[src/rtl/sdrd_pkg.sv]
// Shared types and constants for the signed divider register device.
package sdrd_pkg;

  localparam int DATA_W = 32;
  localparam int CNT_W  = $clog2(DATA_W);

  typedef enum logic [1:0] {
    CMD_STORE_DIVIDEND = 2'd0,
    CMD_STORE_DIVISOR  = 2'd1,
    CMD_DIVIDE         = 2'd2,
    CMD_RESET          = 2'd3
  } cmd_t;

  typedef enum logic [1:0] {
    ST_IDLE,
    ST_DIV,
    ST_FIX
  } state_t;

  localparam logic STATUS_OK       = 1'b0;
  localparam logic STATUS_DIV_ZERO = 1'b1;

  function automatic logic [DATA_W-1:0] negate(input logic [DATA_W-1:0] v);
    negate = ~v + {{(DATA_W-1){1'b0}}, 1'b1};
  endfunction

  function automatic logic [DATA_W-1:0] magnitude(input logic [DATA_W-1:0] v);
    magnitude = v[DATA_W-1] ? negate(v) : v;
  endfunction

endpackage

[src/rtl/signed_divider_register_device.sv]
// Top level: 32-bit signed divider with dividend, divisor and result registers.
//
// Usage: each request on the in_ channel carries a command (store dividend,
// store divisor, divide, reset) and a value that only the store commands use.
// Every request yields exactly one response on the out_ channel, which shows
// the status and all registers as they stand after the command.
// Store and reset commands respond in the cycle after acceptance.
// Divide runs a radix-2 restoring divider, one quotient bit per cycle:
// the operands load at acceptance, then the iteration state ST_DIV shifts in
// one quotient bit per step and the sign fix-up state ST_FIX posts the response.
// A divide by a zero divisor responds in the cycle after acceptance with status 1 and
// leaves every register unchanged.
// One request is in flight at a time; in_ready is high while no divide runs
// and the response register is empty or being taken in the same cycle.
// While the receiver stalls, the response holds and no request is taken.
// After rst_n: dividend 0, divisor 1, quotient 0, remainder 0, synced 1,
// no response pending.
module signed_divider_register_device
  import sdrd_pkg::*;
(
  input  logic                     clk,
  input  logic                     rst_n,
  input  logic                     in_valid,
  output logic                     in_ready,
  input  logic [1:0]               in_cmd,
  input  logic signed [DATA_W-1:0] in_value,
  output logic                     out_valid,
  input  logic                     out_ready,
  output logic                     out_status,
  output logic signed [DATA_W-1:0] out_dividend,
  output logic signed [DATA_W-1:0] out_divisor,
  output logic signed [DATA_W-1:0] out_quotient,
  output logic signed [DATA_W-1:0] out_remainder,
  output logic                     out_synced
);

  state_t              state_r, state_nxt;
  logic [DATA_W-1:0]   dividend_r, divisor_r, quotient_r, remainder_r;
  logic                sync_r;
  logic                status_r;
  logic                out_valid_r;
  logic [DATA_W-1:0]   rem_r;
  logic [DATA_W-1:0]   quo_r;
  logic [DATA_W-1:0]   dvs_r;
  logic [CNT_W-1:0]    cnt_r;

  logic                in_fire;
  logic                out_fire;
  cmd_t                cmd;
  logic                div_zero;
  logic                div_start;
  logic                div_last;
  logic [DATA_W:0]     div_shift;
  logic [DATA_W:0]     div_trial;
  logic                q_bit;

  assign cmd      = cmd_t'(in_cmd);
  assign div_zero = (divisor_r == '0);
  assign in_fire  = in_valid && in_ready;
  assign out_fire = out_valid_r && out_ready;

  assign div_shift = {rem_r, quo_r[DATA_W-1]};
  assign div_trial = div_shift - {1'b0, dvs_r};
  assign q_bit     = !div_trial[DATA_W];

  always_comb begin
    state_nxt = state_r;
    case (state_r)
      ST_IDLE: begin
        if (in_fire && cmd == CMD_DIVIDE && !div_zero) begin
          state_nxt = ST_DIV;
        end
      end
      ST_DIV: begin
        if (div_last) begin
          state_nxt = ST_FIX;
        end
      end
      ST_FIX:  state_nxt = ST_IDLE;
      default: state_nxt = ST_IDLE;
    endcase
  end

  always_comb begin
    in_ready  = 1'b0;
    div_start = 1'b0;
    div_last  = 1'b0;
    case (state_r)
      ST_IDLE: begin
        in_ready  = !out_valid_r || out_ready;
        div_start = in_fire && cmd == CMD_DIVIDE && !div_zero;
      end
      ST_DIV: begin
        div_last = (cnt_r == CNT_W'(DATA_W - 1));
      end
      ST_FIX:  ;
      default: ;
    endcase
  end

  always_ff @(posedge clk) begin
    if (!rst_n) begin
      state_r     <= ST_IDLE;
      out_valid_r <= 1'b0;
      status_r    <= STATUS_OK;
      dividend_r  <= '0;
      divisor_r   <= {{(DATA_W-1){1'b0}}, 1'b1};
      quotient_r  <= '0;
      remainder_r <= '0;
      sync_r      <= 1'b1;
      cnt_r       <= '0;
    end else begin
      state_r <= state_nxt;
      if (in_fire) begin
        case (cmd)
          CMD_STORE_DIVIDEND: begin
            status_r    <= STATUS_OK;
            dividend_r  <= in_value;
            sync_r      <= 1'b0;
            out_valid_r <= 1'b1;
          end
          CMD_STORE_DIVISOR: begin
            status_r    <= STATUS_OK;
            divisor_r   <= in_value;
            sync_r      <= 1'b0;
            out_valid_r <= 1'b1;
          end
          CMD_DIVIDE: begin
            status_r    <= div_zero ? STATUS_DIV_ZERO : STATUS_OK;
            out_valid_r <= div_zero;
          end
          CMD_RESET: begin
            status_r    <= STATUS_OK;
            dividend_r  <= '0;
            divisor_r   <= {{(DATA_W-1){1'b0}}, 1'b1};
            quotient_r  <= '0;
            remainder_r <= '0;
            sync_r      <= 1'b1;
            out_valid_r <= 1'b1;
          end
          default: ;
        endcase
      end else if (state_r == ST_FIX) begin
        quotient_r  <= (dividend_r[DATA_W-1] != divisor_r[DATA_W-1]) ? negate(quo_r) : quo_r;
        remainder_r <= dividend_r[DATA_W-1] ? negate(rem_r) : rem_r;
        sync_r      <= 1'b1;
        out_valid_r <= 1'b1;
      end else if (out_fire) begin
        out_valid_r <= 1'b0;
      end
      if (div_start) begin
        cnt_r <= '0;
      end else if (state_r == ST_DIV) begin
        cnt_r <= cnt_r + CNT_W'(1);
      end
    end
  end

  always_ff @(posedge clk) begin
    if (div_start) begin
      rem_r <= '0;
      quo_r <= magnitude(dividend_r);
      dvs_r <= magnitude(divisor_r);
    end else if (state_r == ST_DIV) begin
      rem_r <= q_bit ? div_trial[DATA_W-1:0] : div_shift[DATA_W-1:0];
      quo_r <= {quo_r[DATA_W-2:0], q_bit};
    end
  end

  assign out_valid     = out_valid_r;
  assign out_status    = status_r;
  assign out_dividend  = dividend_r;
  assign out_divisor   = divisor_r;
  assign out_quotient  = quotient_r;
  assign out_remainder = remainder_r;
  assign out_synced    = sync_r;

  a_ready_only_idle: assert property (@(posedge clk) disable iff (!rst_n)
    in_ready |-> state_r == ST_IDLE)
    else $error("request taken while divide in progress");

  a_no_resp_during_div: assert property (@(posedge clk) disable iff (!rst_n)
    state_r == ST_DIV |-> !out_valid_r)
    else $error("response pending during divide");

  a_fix_sets_sync: assert property (@(posedge clk) disable iff (!rst_n)
    state_r == ST_FIX |=> out_valid_r && sync_r && status_r == STATUS_OK)
    else $error("divide completion did not post synced response");

  a_zero_div_refused: assert property (@(posedge clk) disable iff (!rst_n)
    in_fire && cmd == CMD_DIVIDE && div_zero |=>
      out_valid_r && status_r == STATUS_DIV_ZERO && $stable(quotient_r))
    else $error("zero divisor not refused");

endmodule
[config.mk]
export PLATFORM = sky130hd
export DESIGN_NAME = signed_divider_register_device
export DESIGN_NICKNAME = d
export VERILOG_FILES = /design/src/rtl/sdrd_pkg.sv /design/src/rtl/signed_divider_register_device.sv
export SDC_FILE = /design/constraint.sdc
export NUM_CORES = 1
export LEC_CHECK = 0
export BUFFER_PORTS_ARGS = -buffer_cell sky130_fd_sc_hd__buf_4
export CAP_MARGIN = 20
export CORE_UTILIZATION = 65
export CTS_BUF_LIST = sky130_fd_sc_hd__clkbuf_4
export DETAILED_ROUTE_END_ITERATION = 10
export HOLD_SLACK_MARGIN = 0.06
export PLACE_DENSITY = 0.88
export SLEW_MARGIN = 40
export SYNTH_ARGS = -nofsm -noshare
export SYNTH_HDL_FRONTEND = slang
export SYNTH_SLANG_ARGS = --single-unit
export TNS_END_PERCENT = 20
[constraint.sdc]
create_clock -name clk -period 7.7 [get_ports clk]
set_clock_uncertainty 0.15 [all_clocks]
set_input_delay 0.77 -clock clk [delete_from_list [all_inputs] [get_ports clk]]
set_output_delay 0.77 -clock clk [all_outputs]
set_load 0.005 [all_outputs]
After elaboration in Yosys (flattened, before gate mapping)
Index checks and enable logic that the tools add are counted.

word-level totals
  logic and storage cells = 88
  bits in registers = 234
  input port bits = 38

operators by class
  eq/ne operators = 11
  mux-type cells = 29
  reduce and logical (&&, ||, !) cells = 24
  bitwise operators = 5
  add/subtract/negate cells = 6

operators by type and width
  operator               count
  $mux 32                11
  $add 32x1->32 const B  4
  $not 32->32            4
  $pmux 32 s2            2
  $sub 33x32->33         1
  $logic_not 32->1       1
  $mux 31                1
  $reduce_and 2->1       5
  $mux 1                 9
  $reduce_bool 2->1      4
  $eq 2x2->1 const B     3
  $pmux 1 s2             3
  $add 5x1->5 const B    1
  $eq 5x5->1 const B     1
  $eq 2x1->1 const B     2
  $logic_and 1x1->1      4
  $logic_not 2->1        2
  $mux 2                 2
  $ne 2x2->1 const B     2
  $pmux 2 s2             1
  $reduce_or 2->1        2
  $logic_not 1->1        3
  $ne 3x2->1 const B     1
  $reduce_bool 3->1      1
  5 further kinds        5

Longest topological paths before layout
  depth after elaboration = 8
  mapped depth = 13
  gate-level depth less buffers = 11

Least setup slack after synthesis
OpenSTA, ideal clock, no wires.

  path type = input port to flip-flop
  start point = in out_ready
  end point = reg quo_r[0], enable pin
  cell stages on the path = 9
  path slack = 4.066 ns
  required time = 7.163 ns
  arrival = 3.097 ns
  cell sequence = nor2b_1 nor3_1 and2_1 clkbuf_1 nand3_2 inv_2 nor2_2 buf_2 inv_1

between the ends
  longest elaborated chain between the ends = 7

ends and longest elaborated chain
  item                             line                                   text
  start, declared                  signed_divider_register_device.sv:28   input logic out_ready,
  $logic_or 1x1->1                 signed_divider_register_device.sv:90   in_ready = !out_valid_r || out_ready;
  $mux 1                           signed_divider_register_device.sv:88   case (state_r)
  net in_ready                     signed_divider_register_device.sv:24   output logic in_ready,
  $logic_and 1x1->1                signed_divider_register_device.sv:59   assign in_fire = in_valid && in_ready;
  $logic_and 1x1->1 (2 in series)  signed_divider_register_device.sv:91   div_start = in_fire && cmd == CMD_DIVIDE && !div_zero;
  $mux 1                           signed_divider_register_device.sv:88
  net div_start                    signed_divider_register_device.sv:51   logic div_start;
  $reduce_bool 2->1 (no line)      --
  end signal, assigned             signed_divider_register_device.sv:162  quo_r <= magnitude(dividend_r);
  end signal, assigned             signed_divider_register_device.sv:166  quo_r <= {quo_r[DATA_W-2:0], q_bit};
  end, declared                    signed_divider_register_device.sv:43   logic [DATA_W-1:0] quo_r;

The timed path passes the listed nets, and every way through them passes these cells.
A chain may end at the register's enable or synchronous reset.

Worst setup path in the final report
  start point = reg divisor_r[23] (netlist: out_divisor[23])
  end point = reg quo_r[13], enable pin

between the ends
  longest elaborated chain between the ends = 5

ends and longest elaborated chain
  item                         line                                   text
  start, declared              signed_divider_register_device.sv:38   logic [DATA_W-1:0] dividend_r, divisor_r, quotient_r, remainder_r;
  start signal, assigned       signed_divider_register_device.sv:107  divisor_r <= {{(DATA_W-1){1'b0}}, 1'b1};
  start signal, assigned       signed_divider_register_device.sv:124  divisor_r <= in_value;
  start signal, assigned       signed_divider_register_device.sv:135  divisor_r <= {{(DATA_W-1){1'b0}}, 1'b1};
  $logic_not 32->1             signed_divider_register_device.sv:58   assign div_zero = (divisor_r == '0);
  $logic_not 1->1              signed_divider_register_device.sv:91
  $logic_and 1x1->1            signed_divider_register_device.sv:91
  $mux 1                       signed_divider_register_device.sv:88
  net div_start                signed_divider_register_device.sv:51
  $reduce_bool 2->1 (no line)  --

The timed path passes the listed nets, and every way through them passes these cells.

==> impl_metrics.yaml <==
critical_path:
  required_ns: 7.89
  cp_data_arrival_time_ns: 4.76
  r2r_setup_slack_ns: 3.13
  critPathKind: "flop to flop"
  crit_path_max_fanout: 73
  cp-start-kind: "flop"
  cp-end-kind: "flop"
status:
  status: "finished, final reports clean"
route:
  drc_errors: 0
  via_per_inst: 5.94
  wl_per_cell_um: 17.8
  vias: 12000
  drt_iter0_markers: 1182
  dr.pass1.iters: 5
  ant_nets: 0
  wirelength_um: 35900
place:
  place.gp.congestion: 0.948
  port_buffers: 169
  post-place-ws_ns: 3.18
  hpwl_um: 26600
synthesis:
  synth_cell_types: 76
  syn-cell-area_um2: 13400
  synth_ff_type: "dfxtp_1"
  syn_avg_cell_area_um2: 8.61
  synth-edff-count: 64
  synthTopCellsByCount: "212 x nand2_1, 173 x o21ai_0, 170 x dfxtp_1, 72 x and2_1, 72 x xnor2_1"
  ys_ff_latch: 234
  syn_inst: 1555
  synth-seq-area-share: 0.398
  synth_top_cell_by_area: "dfxtp_1"
  synth.most_common_cell: "nand2_1"
  async_reset_ff_frac: 0
  ys_top_cells_by_area: "dfxtp_1 25%, edfxtp_1 14%, o21ai_0 6.5%, nand2_1 5.9%, xnor2_1 4.7%"
  synth_warnings: 0
  synth_fp_nets: 1637
  synth_top_area_share: 0.254
floorplan:
  rows: 52
  initial_core_util: 0.662
  die_height_um: 146
  die_width_um: 146
  io_pins: 170
  core_area_um2: 20200
  die-area_um2: 21200
clock_tree:
  cts_made_buffers: 58
  cts.repair.resized: 0
  cts_root_buffer: "clkbuf_4"
  insertion_delay_ns: 0.71
  clk_pin_slew_ns: 0.06
  cts_tree: "built"
  htree_num_levels: 2
  cts_max_path_buffers: 3
  post-cts-setup-buffers: 0
  clock-sinks: 234
  cts_hold_buf: 0
power:
  powerDensity_nw_per_um2: 192
  p_leak_nw: 6.42
  total_power_mw: 3.00
  ir_worst_vdd_mv: 0.141
global_routing:
  globalRouteTotalUtil: 0.334
  grt_start_max_net_pins: 74
  grt_pass1_wl_um: 56700
  grt_pass1_vias: 10800
  gr-total-overflow: 0
  antenna_found_initial: 1
timing:
  setup_tns_ns: 0
  fin_crit_sh: 0.594
  worst_slew_pin_slew_ns: 0.850
  postLayoutSetupSlackWorst_ns: 3.13
  final_hold_viol_count: 0
  max_freq_ghz: 0.219
  slew_viol_final: 0
  setup_viol_count_final: 0
  relSlewSlack: 0.433
  rsz0062_at_grt: "no"
  fin_crit_ns: 4.57
finish:
  drive_above_1_share: 0.177
  area_delta_synth_final_pct: 16.4
  fillers: 1396
  layout.nets: 1791
flow_run:
  drv_cap: 0
hold_path:
  hold_path.class: "flop to flop"
layer usage:
metal  GRT usage  vias to the layer above  part of all wire
met2       0.503                      563              0.44
met3      0.0781                       65              0.10
li1            -                     5828                 -
met5           0                        -                 0
met4       0.139                        0             0.031
met1       0.463                     5563              0.43
stage by stage:
stage	instances	util	hold slack, ns	instance area [µm²]
finish	2024	0.770	0.305	15600
global route	2024	0.770	0.341	15600
CTS	2023	0.770	0.309	15600
detailed placement	1919	0.733	0.294	14800
global placement	1917	0.730	0.287	14800
floorplan	1555	-	0.289	13400
cells in the final DEF, fill, tap and decap left out, types with 16 or more instances in the layout:
cell type,netlist,routed
nand2_1,212,212
buf_4,2,179
o21ai_0,173,173
dfxtp_1,170,169
clkbuf_4,0,89
xnor2_1,72,72
and2_1,72,71
xor2_1,71,71
edfxtp_1,64,64
nor2_1,52,52
nor2b_1,52,51
inv_1,50,49
nand2b_1,48,46
ha_1,43,43
a21oi_1,41,40
a22oi_1,40,40
o31ai_1,33,33
nand3_1,30,30
mux2i_1,28,28
nor3_1,25,25
o41ai_1,16,16
final cells by class:
class,count,area (µm²),share of cell area
timing repair buffer,181,1390,0.0893
tap,270,338,0.0217
clock buffer,89,668,0.0429
antenna,1,2.50,0.000161
multi-input combinational,1183,7580,0.486
inverter,51,191,0.0123
sequential,234,5330,0.342
clock inverter,15,92.6,0.00594
registers in the layout, indices dropped and copies added (netlist names), 2 cells and up:
register,count
out_dividend,32
dvs_r,32
out_divisor,32
rem_r,32
out_quotient,32
out_remainder,32
state_r,2
cnt_r,5
quo_r,32
where the power goes:
group	switching, mW	leakage, nW	internal, mW
sequential	0.0678	1.96	1.32
clock	0.505	0.457	0.559
combinational	0.334	4.00	0.217
total	0.906	6.42	2.09
worst paths after layout:
kind	start	end	cells after the start
max	out_divisor[23]$_SDFFE_PN0P_	quo_r[13]$_DFFE_PP_	9
min	out_remainder[23]$_SDFFE_PN0P_	out_remainder[23]$_SDFFE_PN0P_	2
max reg2reg	out_divisor[23]$_SDFFE_PN0P_	quo_r[13]$_DFFE_PP_	9
min reg2reg	out_remainder[23]$_SDFFE_PN0P_	out_remainder[23]$_SDFFE_PN0P_	2
cells by family after synthesis:
kind of cell	Yosys count	synth area share
muxes	30	0.0226
buffers and inverters	138	0.0406
DFF	234	0.398
and+or+nand+nor	578	0.221
adders and majority gates	44	0.0417
xor gates and xnor gates	143	0.0935
AOI/OAI and AO/OA	388	0.183
critical path, stage by stage (launching register included):
cell and delay [ns]:
dfxtp_1 0.37, or4_1 0.59, or4_1 0.47, nor3_1 0.18, nand4_1 0.23, nand3_2 0.14, buf_4 0.54, inv_2 0.49
nor2_4 0.61, inv_2 0.43
No activity file was read; power rests on OpenSTA's default activity.
